--- src/hw/rtl/tpp_ram.sv ---
// ----------------------------------------------------------------------------
// tpp_ram
// Generic RAM: one write port and one read port, read data registered.
// ----------------------------------------------------------------------------
module tpp_ram #(
    parameter int WIDTH  = 64,
    parameter int DEPTH  = 64,
    parameter int ADDR_W = (DEPTH > 1) ? $clog2(DEPTH) : 1
) (
    input  logic              clk,
    input  logic              we,
    input  logic [ADDR_W-1:0] waddr,
    input  logic [WIDTH-1:0]  wdata,
    input  logic [ADDR_W-1:0] raddr,
    output logic [WIDTH-1:0]  rdata
);

    logic [WIDTH-1:0] mem [DEPTH];

    always_ff @(posedge clk)
    begin
        if (we)
        begin
            mem[waddr] <= wdata;
        end
        rdata <= mem[raddr];
    end

endmodule

--- config.mk ---
export PLATFORM = sky130hd
export DESIGN_NAME = tpp_ram
export DESIGN_NICKNAME = d
export VERILOG_FILES = /design/src/hw/rtl/tpp_ram.sv
export SDC_FILE = /design/constraint.sdc
export NUM_CORES = 2
export LEC_CHECK = 0
export BUFFER_PORTS_ARGS = -buffer_cell sky130_fd_sc_hd__buf_2
export CELL_PAD_IN_SITES_DETAIL_PLACEMENT = 1
export CELL_PAD_IN_SITES_GLOBAL_PLACEMENT = 1
export CORE_MARGIN = 3
export CORE_UTILIZATION = 26
export DETAILED_ROUTE_END_ITERATION = 10
export HOLD_SLACK_MARGIN = 0.12
export PLACE_DENSITY_LB_ADDON = 0.1
export SLEW_MARGIN = 10
export SYNTH_ARGS = -nofsm -noshare
export SYNTH_HDL_FRONTEND = slang
export SYNTH_SLANG_ARGS = --single-unit
--- constraint.sdc ---
create_clock -name clk -period 7.7 [get_ports clk]
set_input_delay 0.385 -clock clk [delete_from_list [all_inputs] [get_ports clk]]
set_output_delay 0.385 -clock clk [all_outputs]
set_load 0.05 [all_outputs]
---- Yosys cells after proc, flatten, opt, wreduce, memory -nomap -nowiden ----
Memories as Yosys holds them, arrays and structs flattened. A register that Yosys moved wholly into a read port is not among the register bits.
Index checks and enable logic that the tools add are counted.
cells by class
  divide/modulo/power cells ............... 0
  multiply operators ...................... 0
  reductions and logical operators ........ 0
  add/sub/neg operators ................... 0
  magnitude comparators ................... 0
  equality and inequality tests ........... 0
  muxes and demuxes ....................... 2
  shifts and indexed selects .............. 0
  bitwise gates (word level) .............. 0
operators by type and width
  kind     number
  $mux W1  2
word-level totals
  word-level logic and storage cells ...... 3
  ROM bits ................................ 0
  flip-flop bits (word level) ............. 0
  memories ................................ 1
  output and inout port bits .............. 64
  bits in latches ......................... 0
  memory bits (writable) .................. 4,096
memories
  memory  words  bits a word  read ports  clocked after Yosys merged registers in  write ports  line  RTL
  mem     64     64           1           1                                        1            18    logic [WIDTH-1:0] mem [DEPTH];

---- Logic depth before layout (Yosys ltp) ----
  depth after elaboration ................. 2
  mapped depth ............................ 9

---- Worst setup path after synthesis ----
Ideal clock, no wire load.
  path kind ............................... input to register
  start point ............................. input port waddr[3]
  end point ............................... memory mem[48][0] (enable)
  buffers on the path ..................... 1
  stages on the path ...................... 4
  slack ................................... 1,879 ps
  arrival ................................. 5,257 ps
  cell sequence ........................... clkbuf_1 nor2b_1 nand4b_1 nor3_1
RTL lines
  item                line  RTL
  start: declaration  12    input logic [ADDR_W-1:0] waddr,
  end: declaration    18
Straight into the memory's write port.

---- Worst setup path in the final report ----
  start point ............................. input port we
  end point ............................... memory mem[8][38] (enable)
on the way
  cells in the longest elaborated chain, start to end .. 2
ends and longest elaborated chain
  item                           line  RTL
  start: declaration             11    input logic we,
  $mux W1                        22    if (we)
  $mux W1 (implied by the code)  24    mem[waddr] <= wdata;
No other way between the ends.

==> results.toml <==
[yosys]
synth_seq_area_share = 0.795
synthTopCellsByArea = "edfxtp_1 (79%), mux4_2 (15%), mux2i_1 (0.86%), dfxtp_1 (0.82%), a22oi_1 (0.81%)"
ys.flop_type = "edfxtp_1"
syn_avg_cell_area_sq_um = 23.7
yosysMostFrequentCell = "edfxtp_1"
synth_edf_count = 4096
async_flop_share = 0
ys_types = 33
synth_warnings = 0
synthTopCellsByCount = "edfxtp_1 (4096), mux4_2 (1024), buf_2 (170)"
syn_area_sq_um = 156000
synth-seq-cells = 4160
synth_top_area_share = 0.787
netlist_instances = 6598
synth_top_area_cell = "edfxtp_1"
syn_nets = 6676

[sta]
setup_tns_ps = 0
fmaxAchievable_mhz = 309
min_period_ps = 3240
finClkSkew_ps = 81.6
finalSetupViolations = 0
rsz0062_at_grt = "false"
finalCritPeriodShare = 0.421
fin_ws_ps = 4460
hold_violations = 0
slew_headroom = 0.207
finalMaxSlewViolations = 0
tightest_slew_ps = 1190

[place]
post-place-ws_ps = 3670
port_buffers = 141
place_area_sq_um = 168000
place_congestion = 0.727
dp_hpwl_mm = 295

[floorplanning]
ios = 142
die_x_um = 781
coreArea_sq_um = 599000
initial_core_util = 0.261
die-area_sq_um = 611000
fp-row-count = 284
die_h_um = 781

[drt]
vias = 74200
vias_per_cell = 4.76
first_iter_violations = 6399
postRouteAntennaNets = 0
drc_errors = 0
drt_wl_total_mm = 540
firstDrtPassIters = 7
wl_per_cell_um = 34.7

[pwr]
power_density_nw_per_um2 = 268
p_seq_frac = 0.512
power_frac_clock = 0.438
ir_drop_mv = 0.188
p_leak_nw = 56.1
comb_power_share = 0.050
netSwitchingFraction = 0.224
power.net_switching_mw = 11.0
internal-power_mw = 38.2

[clock_network]
max-clock-path-buffers = 4
cts.sinks = 4160
numCtsBuffers = 466
cts_hold_buf = 65
root_buffer = "clkbuf_16"
cts_resized = 0
clk_latency_ps = 1030
path_clk_slew_ps = 50
postCtsSetupBuffers = 0
htree_num_levels = 5
tritoncts = "yes"

[global_route]
track_usage = 0.174
grt_start_max_net_pins = 95
grt_pass1_wl_mm = 732
grt_pass1_vias = 80500
antenna_found_initial = 46
overflow = 0

[critical_path]
critPathMaxFanout = 31
end_kind = "register"
startpoint_type = "input pin"
rr_worst_depth = 5
worst_ep_required_time_ps = 8300
crit_arrival_ps = 3830
worstSetupPathType = "input pin to register"

[finish]
finalNetCount = 7252
synthToLayoutAreaGrowth_pct = 17.6
fin_area_sq_um = 184000
multi_input_area_sq_um = 30800
fillCellCount = 59000
drive_above_1_share = 0.288
seq_area_sq_um = 124000

[hold_path]
min_path_cells = 3
min_path_type = "input pin to register"

[run_status]
status = "complete, no violations"

[flow_run]
cap_violations = 0
[layer usage]
metal / vias up / wire length, um / global-route usage
li1: 29700 / - / -
met1: 42400 / 239000 / 0.237
met2: 1572 / 272000 / 0.301
met3: 528 / 19400 / 0.0197
met4: 2 / 10300 / 0.0328
met5: - / 10 / 0
[power by group through the flow]
stage | clock network [mW] | logic, mW | registers (mW)
finish | 21.6 | 2.46 | 25.2
global route | 23.1 | 2.65 | 25.2
CTS | 22.3 | 2.55 | 25.2
detailed placement | 0 | 2.51 | 25.7
global placement | 0 | 2.48 | 25.7
floorplan | 0 | 1.17 | 25.8
[cell families after synthesis]
group | Yosys count | synth area share
flip-flops | 4160 | 0.795
multiplexers | 1159 | 0.156
AO/OA/AOI/OAI | 504 | 0.0248
buffers and inverters | 389 | 0.0118
AND/OR/NAND/NOR | 386 | 0.0124
[cell type report]
type,count,area share
inverters,19,0.000388
diodes,15,0.000204
well taps,8008,0.0545
flip-flops and latches,4160,0.676
multi-input cells,2049,0.167
clock inverters,228,0.0111
repair buffers,478,0.0222
clock buffers,625,0.0685
[sequential cells by signal, summed over array words and instances (netlist names)]
register  cells
mem        4096
rdata        64
[placed cells by master (no fill, tap or decap), types with 50 or more instances in the layout]
master and instances:
edfxtp_1 4096, mux4_2 1024, clkbuf_16 471, buf_4 230, a22oi_1 168, mux2i_1 135
clkbuf_1 131, buf_2 128, clkinv_1 91, a22o_1 88, o22ai_1 83, clkinv_2 69
dlygate4sd3_1 68, nor2_4 65, and3_1 64, dfxtp_1 64, a211oi_1 63, nand2_1 54
buf_12 50
[worst paths after layout]
path	start	end	slack (ps)
setup reg to reg	mem[55][1]	rdata[1]	5270
hold / removal	waddr[2]	mem[49][26]	220
hold reg to reg	mem[39][10]	rdata[10]	810
setup / recovery	we	mem[8][38]	4460
[critical path: stages]
cell and delay [ps]:
dlygate4sd3_1 540, buf_2 220, nor2b_1 280, nand2_1 460
nor2_4 950, buf_4 810
[stage by stage]
step	utilization	hold slack [ps]	power, mW	std cells
global route	0.307	182	51.0	15600
global placement	0.281	830	28.2	14600
finish	0.307	219	49.2	15600
floorplan	-	484	26.9	6598
CTS	0.307	122	50.1	15600
detailed placement	0.281	841	28.2	14600
Note: power is estimated with default switching activity, not from simulation.
