[src/hw/rtl/tpp_pkg.sv]
// ----------------------------------------------------------------------------
// tpp_pkg
// Shared types and constants of the turtle pen plotter: canvas geometry,
// command, pen and heading codes, and the result of the cell step unit.
// ----------------------------------------------------------------------------
package tpp_pkg;

    // Canvas is CANVAS_SIZE x CANVAS_SIZE cells, with 2 <= CANVAS_SIZE <= 64.
    localparam int CANVAS_SIZE = 64;
    localparam int ROW_W       = 64;
    localparam int POS_W       = 6;
    localparam int ROW_AW      = (CANVAS_SIZE > 1) ? $clog2(CANVAS_SIZE) : 1;
    localparam int STEPS_W     = 7;

    localparam logic [POS_W-1:0] POS_MAX  = POS_W'(CANVAS_SIZE - 1);
    localparam logic [ROW_W-1:0] ROW_MASK = (CANVAS_SIZE >= 64) ? {ROW_W{1'b1}} :
                                            ((ROW_W'(1) << CANVAS_SIZE) - ROW_W'(1));

    typedef enum logic [2:0] {
        KIND_PEN_UP    = 3'd0,
        KIND_PEN_DRAW  = 3'd1,
        KIND_PEN_ERASE = 3'd2,
        KIND_TURN_R    = 3'd3,
        KIND_TURN_L    = 3'd4,
        KIND_MOVE      = 3'd5,
        KIND_DUMP      = 3'd6
    } cmd_kind_t;

    typedef enum logic [1:0] {
        PEN_UP    = 2'd0,
        PEN_DRAW  = 2'd1,
        PEN_ERASE = 2'd2
    } pen_mode_t;

    typedef enum logic [1:0] {
        HEAD_LEFT  = 2'd0,
        HEAD_UP    = 2'd1,
        HEAD_RIGHT = 2'd2,
        HEAD_DOWN  = 2'd3
    } heading_t;

    typedef struct packed {
        logic [POS_W-1:0] next_row;
        logic [POS_W-1:0] next_col;
        logic             at_edge;
    } step_res_t;

endpackage

[src/hw/rtl/tpp_step.sv]
// ----------------------------------------------------------------------------
// tpp_step
// Cell step unit: next position one cell along the heading, and whether
// the turtle already stands on the canvas edge in that direction.
// ----------------------------------------------------------------------------
module tpp_step (
    input  tpp_pkg::heading_t         heading,
    input  logic [tpp_pkg::POS_W-1:0] pos_row,
    input  logic [tpp_pkg::POS_W-1:0] pos_col,
    output tpp_pkg::step_res_t        res
);

    import tpp_pkg::*;

    logic             vertical;
    logic             down_dir;
    logic [POS_W-1:0] cur;
    logic [POS_W-1:0] moved;
    logic             edge_hit;

    always_comb
    begin
        vertical = heading[0];
        // Left and up count the coordinate down; right and down count it up.
        down_dir = (heading == HEAD_LEFT) || (heading == HEAD_UP);
        cur      = vertical ? pos_row : pos_col;
        if (down_dir)
        begin
            edge_hit = (cur == '0);
            moved    = cur - POS_W'(1);
        end
        else
        begin
            edge_hit = (cur >= POS_MAX);
            moved    = cur + POS_W'(1);
        end
        res.at_edge  = edge_hit;
        res.next_row = vertical ? moved : pos_row;
        res.next_col = vertical ? pos_col : moved;
    end

endmodule
[config.mk]
export PLATFORM = sky130hd
export DESIGN_NAME = tpp_step
export DESIGN_NICKNAME = d
export VERILOG_FILES = /design/src/hw/rtl/tpp_pkg.sv /design/src/hw/rtl/tpp_step.sv
export SDC_FILE = /design/constraint.sdc
export NUM_CORES = 1
export LEC_CHECK = 0
export ABC_CLOCK_PERIOD_IN_PS = 2800
export BUFFER_PORTS_ARGS = -buffer_cell sky130_fd_sc_hd__buf_2
export CAP_MARGIN = 20
export CORE_ASPECT_RATIO = 1.4
export CORE_MARGIN = 10
export CORE_UTILIZATION = 30
export DETAILED_ROUTE_END_ITERATION = 10
export PLACE_DENSITY = 0.56
export SLEW_MARGIN = 0
export SYNTH_ARGS = -nofsm -noshare
export SYNTH_HDL_FRONTEND = slang
export SYNTH_SLANG_ARGS = --single-unit
[constraint.sdc]
create_clock -name vclk -period 2.8
set_clock_uncertainty 0.05 [all_clocks]
set_input_delay 0.14 -clock vclk [all_inputs]
set_output_delay 0.14 -clock vclk [all_outputs]
set_load 0.02 [all_outputs]
# After elaboration in Yosys (flattened, before gate mapping)
# Cells that the tools add are included.
[word_totals]
output_inout_bits = 13
input_bits = 14
reg_bits = 0
word_cells = 12
[op_classes]
n_mux = 5
order_cmp = 1
n_eq_ne = 1
n_addsub = 2
reduce_logical = 3
[op_table]
columns = ["op", "n"]
rows = [
  ["6-bit two-way mux", 4],
  ["6-bit by 1-bit adder with 6-bit output, second input constant", 1],
  ["6-bit >= comparator, second input constant", 1],
  ["6-bit zero test", 1],
  ["6-bit by 1-bit subtractor with 6-bit output, second input constant", 1],
  ["2-bit by 1-bit equality test with 1-bit output, second input constant", 1],
  ["2-bit zero test", 1],
  ["1-bit logical OR", 1],
  ["1-bit two-way mux", 1],
]

# Logic depth before layout (Yosys ltp)
# Gate-level depths: netlist of the first run.
[depth]
ltp_word = 4
depth_mapped = 8
ltp_nobuf = 7

# Least setup slack after synthesis of the first run
# OpenSTA, ideal clock, no wires.
[synth_timing]
path_kind = "input to output"
start = "in heading[0]"
end = "out res[11] (netlist bit)"
path_buffers = 1
setup_slack_ns = 0.699
stages = 8
required_ns = 2.610
t_arrival_ns = 1.911
cell_sequence = "buf_6 > mux2i_2 > xnor2_1 > ha_1 > nor2b_1 > a41o_1 > or3_1 > a31oi_1"
[synth_rtl]
columns = ["item", "line", "text"]
rows = [
  ["start, declared", "tpp_step.sv:7", "input tpp_pkg::heading_t heading,"],
  ["end, declared", "tpp_step.sv:10", "output tpp_pkg::step_res_t res"],
]

==> flow_metrics.py, run 1 <==
metrics = {
    "run_status": {
        "run_status": "completed",
    },
    "power_and_ir_drop": {
        "power_frac_seq_pct": 0,
        "peakVddDrop_mv": 0.08381,
        "p_int_uw": 59.88,
        "leakage_nw": 0.3245,
        "power.switching_uw": 92.77,
        "powerDensity_mw_per_mm2": 209.3,
        "p_comb_share_pct": 100.0,
        "finalPower_uw": 152.7,
        "p_sw_share_pct": 60.77,
        "p_clk_share_pct": 0,
    },
    "clock_tree": {
        "postCtsSetupBuffers": 0,
        "cts_resized": 0,
        "cts.hold.buffers_added": 0,
    },
    "grt": {
        "grt_pass1_wl_um": 3063,
        "grt_pass1_vias": 697,
        "grtUsageMet3_pct": 0.8621,
        "grt_start_max_net_pins": 20,
        "antenna_found_initial": 0,
        "track_usage_pct": 8.062,
        "busiest_layer": "met2",
        "globalRoute.totalOverflow": 0,
        "grt.met1_usage_pct": 9.519,
        "grt_use_met2_pct": 15.31,
    },
    "timing": {
        "fmax_ghz": 0.4147,
        "setup_ws_ns": 0.3884,
        "fin_tns_setup_ns": 0,
        "slew_headroom_pct": 71.03,
        "post-route-min-period_ns": 2.412,
        "setup_viol": 0,
        "hold_viol_final": 0,
        "rsz0062_at_grt": "false",
        "post-route-period-util_pct": 86.13,
        "holdWs_ns": 0.5616,
        "maxSlewViolCount": 0,
        "worstMarginPinSlew_ns": 0.4236,
    },
    "drt": {
        "vias_per_cell": 5.643,
        "wl_um": 1806,
        "wl_per_cell_um": 14.33,
        "drc": 0,
        "drtIter0Drc": 12,
        "drt-pass1-iter-count": 2,
        "ant_nets": 0,
        "routed-via-count": 711,
    },
    "die": {
        "fp.dieH_um": 73.27,
        "die_x_um": 58.05,
        "ios": 27,
        "fp-row-count": 19,
        "core_mm2": 0.001949,
        "start_util_pct": 31.19,
        "die_area_mm2": 0.004253,
    },
    "yosys": {
        "syn_inst": 83,
        "ys_seq_area_share_pct": 0,
        "syn_nets": 99,
        "syn-mean-instance-area_um2": 7.326,
        "synth_cell_type_count": 42,
        "netlist_area_um2": 608.1,
        "yosys_warnings": 0,
    },
    "layout": {
        "seqCellArea_um2": 0,
        "syn2layout_area_growth_pct": 19.96,
        "layout_commonest_cell": "buf_2",
        "antenna_cells": 0,
        "drive_gt1_share_pct": 35.24,
        "fillers": 223,
        "nClkBuffers": 0,
        "finalCoreUtilization_pct": 37.42,
        "nNetsFinal": 123,
        "seq_cells": 0,
    },
    "setup_path": {
        "crit_start": "heading[0]",
        "critPathKind": "input pin to output pin",
        "critPathLaunchType": "input pin",
        "cpMostUsedCell": "buf_2",
        "worst_ep_required_time_ns": 2.61,
        "worst_path_max_delay_cell": "mux2i_2",
        "cp_max_fo": 19,
        "cp_slowest_stage_delay_ns": 0.38,
        "worstPathArrival_ns": 2.22,
        "end_kind": "output pin",
        "path_cells": "buf_2, mux2i_2, xnor2_1, ha_1, nor2b_1, a41o_1, or3_1, a31oi_1, buf_2",
    },
    "hold_path": {
        "hold_class": "input pin to output pin",
        "min_path_cells": 3,
        "min_to": "res[4]",
        "hp-start": "pos_col[3]",
    },
    "placement": {
        "pre_cts_slack_ns": 0.3871,
        "place_congestion": 0.8075,
        "portBuffers": 27,
        "dp_hpwl_um": 1564,
    },
    "job": {
        "cap_violations": 0,
    },
}
[metrics by stage]
step / instances / cell area, um2
3_3_place_gp: 126 / 729.5
3_5_place_dp: 126 / 729.5
5_1_grt: 126 / 729.5
6_report: 126 / 729.5
2_1_floorplan: 83 / 608.1
4_1_cts: 126 / 729.5
[power by group through the flow]
| stage | combinational (mW) | sequential [mW] | clock, mW |
|---|---|---|---|
| after floorplan | 0.107 | 0 | 0 |
| after global placement | 0.153 | 0 | 0 |
| after detailed placement | 0.154 | 0 | 0 |
| after CTS | 0.155 | 0 | 0 |
| after global routing | 0.169 | 0 | 0 |
| final | 0.153 | 0 | 0 |
[metal layers]
layer	share of wire [%]	wire, um	vias up
li1	-	-	371
met1	41	743	324
met2	54	974	14
met3	3.7	67	2
met4	1.2	21	0
met5	0	0	-
[worst max-delay path: cells and delay by family]
family	cells	cell delay [ns]
xor+xnor	1	0.17
fa+ha+maj	1	0.23
simple gates	2	0.38
buf+inv	2	0.54
mux	1	0.38
compound gates	2	0.37
[area by class of cell]
type	count	area, um2	area share [%]
Timing Repair Buffer	28	142.6	19.55
Inverter	4	15.01	2.058
Multi-Input combinational cell	73	545.5	74.79
Tap cell	21	26.28	3.602
[worst max path at each step]
stage | to | slack (ns) | cells past startpoint
CTS | res[11] | 0.38 | 9
global placement | res[5] | 0.43 | 9
finish | res[11] | 0.39 | 9
detailed placement | res[11] | 0.39 | 9
floorplan | res[11] | 0.70 | 8
global route | res[11] | 0.23 | 9
[synthesized netlist by cell type, types with 2 or more instances]
cell | number | area share, %
nand2b_1 | 2 | 2.1
nand2_1 | 5 | 3.1
o211ai_1 | 5 | 6.2
inv_1 | 4 | 2.5
xnor2_1 | 2 | 2.9
a21oi_1 | 2 | 1.6
nand4_1 | 2 | 2.1
ha_1 | 2 | 4.1
nand3_1 | 5 | 4.1
mux2i_1 | 2 | 3.3
a2111oi_0 | 2 | 2.9
a31oi_1 | 2 | 2.1
mux2i_2 | 2 | 4.5
o21ai_0 | 3 | 2.5
mux2_2 | 4 | 7.4
or3_1 | 3 | 3.1
xor2_1 | 5 | 7.2
nor2b_1 | 2 | 2.1
buf_2 | 2 | 1.6
nor2_1 | 5 | 3.1
[cell families after synthesis]
family / share of synthesized area [%]
xor gates and xnor gates: 10.08
and+or+nand+nor: 28.19
muxes: 17.69
AOI/OAI and AO/OA: 29.63
adders and majority gates: 4.115
buffers and inverters: 10.29
Power figures use the tool's default switching activity.
==> inputs of run 2 (changes only) <==
--- a/config.mk
+++ b/config.mk
@@ -12,7 +12,7 @@
 export CORE_MARGIN = 10
 export CORE_UTILIZATION = 30
 export DETAILED_ROUTE_END_ITERATION = 10
-export PLACE_DENSITY = 0.56
+export PLACE_DENSITY_LB_ADDON = 0.1
 export SLEW_MARGIN = 0
 export SYNTH_ARGS = -nofsm -noshare
 export SYNTH_HDL_FRONTEND = slang
==> flow_metrics.py, run 2 (synthesis results as in run 1) <==
metrics = {
    "layout": {
        "seqCellArea_um2": 0,
        "layout_commonest_cell": "buf_2",
        "seq_cells": 0,
        "syn2layout_area_growth_pct": 21.19,
        "nNetsFinal": 124,
        "antenna_cells": 0,
        "fillers": 234,
        "nClkBuffers": 0,
        "finalCoreUtilization_pct": 37.80,
        "finalNonFillerCells": 127,
        "finalInstanceArea_um2": 737.0,
        "drive_gt1_share_pct": 35.85,
    },
    "setup_path": {
        "path_delay_family": "compound AO/OA/AOI/OAI gates",
        "worstPathArrival_ns": 2.05,
        "worst_ep_required_time_ns": 2.61,
        "path_cells": "buf_2, buf_4, mux2_4, ha_1, nand4b_1, a22o_1, o211ai_1, o211ai_1, buf_2",
        "cp_max_fo": 15,
        "critPathKind": "input pin to output pin",
        "end_kind": "output pin",
        "critPathLaunchType": "input pin",
        "crit_buf_inv": 3,
        "cp_slowest_stage_delay_ns": 0.40,
        "worst_path_max_delay_cell": "ha_1",
    },
    "drt": {
        "routed-via-count": 732,
        "drt-pass1-iter-count": 4,
        "wl_um": 1971,
        "drc": 0,
        "drtIter0Drc": 11,
        "ant_nets": 0,
        "vias_per_cell": 5.764,
        "wl_per_cell_um": 15.52,
    },
    "timing": {
        "setup_viol": 0,
        "post-route-period-util_pct": 80.00,
        "worstMarginPinSlew_ns": 0.3848,
        "fmax_ghz": 0.4465,
        "slew_headroom_pct": 73.68,
        "maxSlewViolCount": 0,
        "post-route-min-period_ns": 2.240,
        "rsz0062_at_grt": "false",
        "holdWs_ns": 0.5616,
        "setup_ws_ns": 0.5601,
        "fin_tns_setup_ns": 0,
        "hold_viol_final": 0,
    },
    "placement": {
        "dp_hpwl_um": 1711,
        "pre_cts_slack_ns": 0.5524,
        "dp_cells": 127,
        "portBuffers": 27,
        "post_dp_cell_area_um2": 737.0,
        "place_congestion": 0.7826,
    },
    "power_and_ir_drop": {
        "peakVddDrop_mv": 0.09863,
        "powerDensity_mw_per_mm2": 210.5,
        "finalPower_uw": 155.2,
        "leakage_nw": 0.3293,
    },
    "grt": {
        "antenna_found_initial": 0,
        "globalRoute.totalOverflow": 0,
        "grt_pass1_vias": 727,
        "track_usage_pct": 8.988,
        "grt_start_max_net_pins": 18,
        "grt_pass1_wl_um": 3360,
    },
    "hold_path": {
        "hold_class": "input pin to output pin",
    },
    "clock_tree": {
        "cts_resized": 0,
        "postCtsSetupBuffers": 0,
        "cts.hold.buffers_added": 0,
    },
    "die": {
        "ios": 27,
        "die_x_um": 58.05,
        "fp.dieH_um": 73.27,
        "start_util_pct": 31.19,
        "fp-row-count": 19,
        "die_area_mm2": 0.004253,
        "core_mm2": 0.001949,
    },
    "run_status": {
        "run_status": "completed",
    },
    "job": {
        "cap_violations": 0,
    },
}
-- run 2: cell types whose count changed in the layout (fill, tap and decap cells not counted) --
cell and delta:
buf_4 +1
-- run 2: power by group --
group | switching, mW | internal [mW]
sequential | 0 | 0
combinational | 0.0943 | 0.0609
clock | 0 | 0
total | 0.0943 | 0.0609
-- run 2: metal layers --
layer	wire length (um)	part of all wire, %	global-route usage (%)
met5	0	0	0
met4	21	1.1	1.047
met3	86	4.4	1.207
met2	1101	56	17.58
met1	762	39	10.00
-- run 2: cell type report --
type / count / area, um2 / area share (%)
timing repair buffer: 29 / 150.1 / 20.37
tap: 21 / 26.28 / 3.565
multi-input combinational: 73 / 545.5 / 74.02
inverter: 4 / 15.01 / 2.037
-- run 2: final timing paths --
path | end | slack [ns] | from | cells past startpoint
min | res[10] | 0.56 | pos_row[3] | 3
max | res[6] | 0.56 | heading[0] | 9
==> inputs of run 3 (changes only) <==
--- a/config.mk
+++ b/config.mk
@@ -5,7 +5,8 @@
 export SDC_FILE = /design/constraint.sdc
 export NUM_CORES = 1
 export LEC_CHECK = 0
-export ABC_CLOCK_PERIOD_IN_PS = 2800
+export ABC_AREA = 1
+export ABC_CLOCK_PERIOD_IN_PS = 2100
 export BUFFER_PORTS_ARGS = -buffer_cell sky130_fd_sc_hd__buf_2
 export CAP_MARGIN = 20
 export CORE_ASPECT_RATIO = 1.4
==> constraint.sdc (replaced) <==
create_clock -name vclk -period 2.1
set_clock_uncertainty 0.05 [all_clocks]
set_input_delay 0.105 -clock vclk [all_inputs]
set_output_delay 0.105 -clock vclk [all_outputs]
set_load 0.02 [all_outputs]
==> flow_metrics.py, run 3 <==
metrics = {
    "layout": {
        "nClkBuffers": 0,
        "syn2layout_area_growth_pct": 24.51,
        "seqCellArea_um2": 0,
        "final_cell_mix": "nand2_1, buf_2, inv_1, nand3_1, nand2_2",
        "finalNonFillerCells": 154,
        "fillers": 222,
        "nNetsFinal": 152,
        "layout_commonest_cell": "nand2_1",
        "drive_gt1_share_pct": 37.31,
        "antenna_cells": 0,
        "seq_cells": 0,
    },
    "placement": {
        "portBuffers": 27,
        "dp_hpwl_um": 1421,
        "place_congestion": 0.7786,
        "pre_cts_slack_ns": 0.2671,
        "dp_cells": 154,
    },
    "yosys": {
        "synth.most_common_cell": "nand2_1",
        "muxShareOfSynthArea_pct": 0,
        "synth_top_family_by_area": "simple AND/OR/NAND/NOR gates",
        "syn_nets": 125,
        "yosysTopAreaCell": "nand2_1",
        "synth_compound_area_share_pct": 8.026,
        "syn_inst": 109,
        "syn-mean-instance-area_um2": 5.292,
        "synth-simple-area-share_pct": 65.29,
        "synth_xor_area_share_pct": 6.074,
        "synth_cell_type_count": 22,
        "synth_fa_ha_area_share_pct": 4.338,
        "yosys_warnings": 0,
        "synth_area_leaders": "nand2_1, nand3_1, nand3_2, nand2_2, inv_1",
        "synth_top_area_share_pct": 27.33,
        "ys_seq_area_share_pct": 0,
        "netlist_area_um2": 576.8,
        "synthTopCellsByCount": "nand2_1, inv_1, nand3_1, nand2_2, nand3_2",
    },
    "setup_path": {
        "worst_ep_required_time_ns": 1.95,
        "cp_max_fo": 13,
        "cpMostUsedCell": "nand2_1",
        "cp_slowest_stage_delay_ns": 0.33,
        "critPathLaunchType": "input pin",
        "end_kind": "output pin",
        "path_cells": "buf_2, inv_2, nand2_1, nand2_1, ha_1, nand3_1, inv_1, nand3_1, nand2_1, nand2_1, nand3_1, nand2_1, buf_2",
        "critPathKind": "input pin to output pin",
        "worstPathArrival_ns": 1.66,
        "worst_path_max_delay_cell": "ha_1",
    },
    "timing": {
        "fin_tns_setup_ns": 0,
        "hold_viol_final": 0,
        "post-route-min-period_ns": 1.816,
        "slew_headroom_pct": 83.52,
        "holdWs_ns": 0.4563,
        "rsz0062_at_grt": "false",
        "setup_ws_ns": 0.2839,
        "post-route-period-util_pct": 86.48,
        "fmax_ghz": 0.5506,
        "setup_viol": 0,
        "worstMarginPinSlew_ns": 0.2472,
        "maxSlewViolCount": 0,
    },
    "die": {
        "die_x_um": 57.06,
        "core_mm2": 0.001802,
        "die_area_mm2": 0.004101,
        "fp-row-count": 18,
        "ios": 27,
        "start_util_pct": 32.01,
        "fp.dieH_um": 71.88,
    },
    "clock_tree": {
        "cts.hold.buffers_added": 0,
        "postCtsSetupBuffers": 0,
        "cts_resized": 0,
    },
    "power_and_ir_drop": {
        "p_sw_share_pct": 64.65,
        "powerDensity_mw_per_mm2": 318.9,
        "p_comb_share_pct": 100.0,
        "power.switching_uw": 148.1,
        "p_clk_share_pct": 0,
        "peakVddDrop_mv": 0.1174,
        "p_int_uw": 80.97,
        "finalPower_uw": 229.0,
        "power_frac_seq_pct": 0,
        "leakage_nw": 0.4428,
    },
    "grt": {
        "grt_start_max_net_pins": 14,
        "antenna_found_initial": 0,
        "grt_pass1_wl_um": 2780,
        "grt_pass1_vias": 675,
        "track_usage_pct": 7.370,
        "globalRoute.totalOverflow": 0,
    },
    "hold_path": {
        "min_to": "res[7]",
        "min_path_cells": 3,
        "hp-start": "pos_row[0]",
        "hold_class": "input pin to output pin",
    },
    "drt": {
        "drc": 0,
        "wl_um": 1629,
        "drt-pass1-iter-count": 4,
        "routed-via-count": 702,
        "ant_nets": 0,
        "drtIter0Drc": 6,
        "wl_per_cell_um": 10.58,
        "vias_per_cell": 4.558,
    },
    "run_status": {
        "run_status": "completed",
    },
    "job": {
        "cap_violations": 0,
    },
}
## run 3: changes by cell type in the layout (fill, tap and decap cells not counted), moves of 3 or more
cell / delta
inv_1: +7
mux2_2: -4
nand2_1: +37
nand2_2: +7
nand3_1: +6
nand3_2: +5
nor2_2: +3
o211ai_1: -5
or3_1: -3
## run 3: worst max-delay path, delay by kind of cell
family | cells | cell delay [ns]
buf+inv | 4 | 0.57
simple gates | 8 | 0.65
fa+ha+maj | 1 | 0.33
## run 3: logic make-up after synthesis
| group | Yosys count |
|---|---|
| compound gates | 8 |
| simple gates | 76 |
| fa+ha+maj | 2 |
| buf+inv | 19 |
| xor+xnor | 4 |
## run 3: power groups by stage
stage          logic, mW  clock network (mW)  registers (mW)
4_1_cts            0.233                   0               0
2_1_floorplan      0.165                   0               0
3_3_place_gp       0.232                   0               0
3_5_place_dp       0.232                   0               0
6_report           0.229                   0               0
5_1_grt            0.259                   0               0
## run 3: worst max path at each step
stage | cells past startpoint | slack, ns | startpoint | endpoint
floorplan | 10 | 0.52 | heading[0] | res[3]
global placement | 16 | 0.30 | heading[0] | res[11]
detailed placement | 13 | 0.27 | heading[0] | res[12]
CTS | 13 | 0.26 | heading[0] | res[12]
global route | 13 | 0.05 | heading[0] | res[12]
finish | 13 | 0.28 | heading[0] | res[12]
## run 3: area by class of cell
type	instances	area, um2	area share [%]
inverter	15	60.06	8.362
multi-input combinational	90	483.0	67.25
tap	20	25.02	3.484
timing repair buffer	29	150.1	20.91
## run 3: metal layers
layer / up-vias / GRT usage (%) / wire length, um
li1: 394 / - / -
met1: 301 / 8.004 / 694
met2: 7 / 15.60 / 919
met3: 0 / 0.1764 / 15
met4: 0 / 0 / 0
met5: - / 0 / 0
## run 3: metrics by stage
stage | cell area, um2 | util [%]
after floorplan | 576.8 | -
after global placement | 718.2 | 39.86
after detailed placement | 718.2 | 39.86
after CTS | 718.2 | 39.86
after global routing | 718.2 | 39.86
final | 718.2 | 39.86
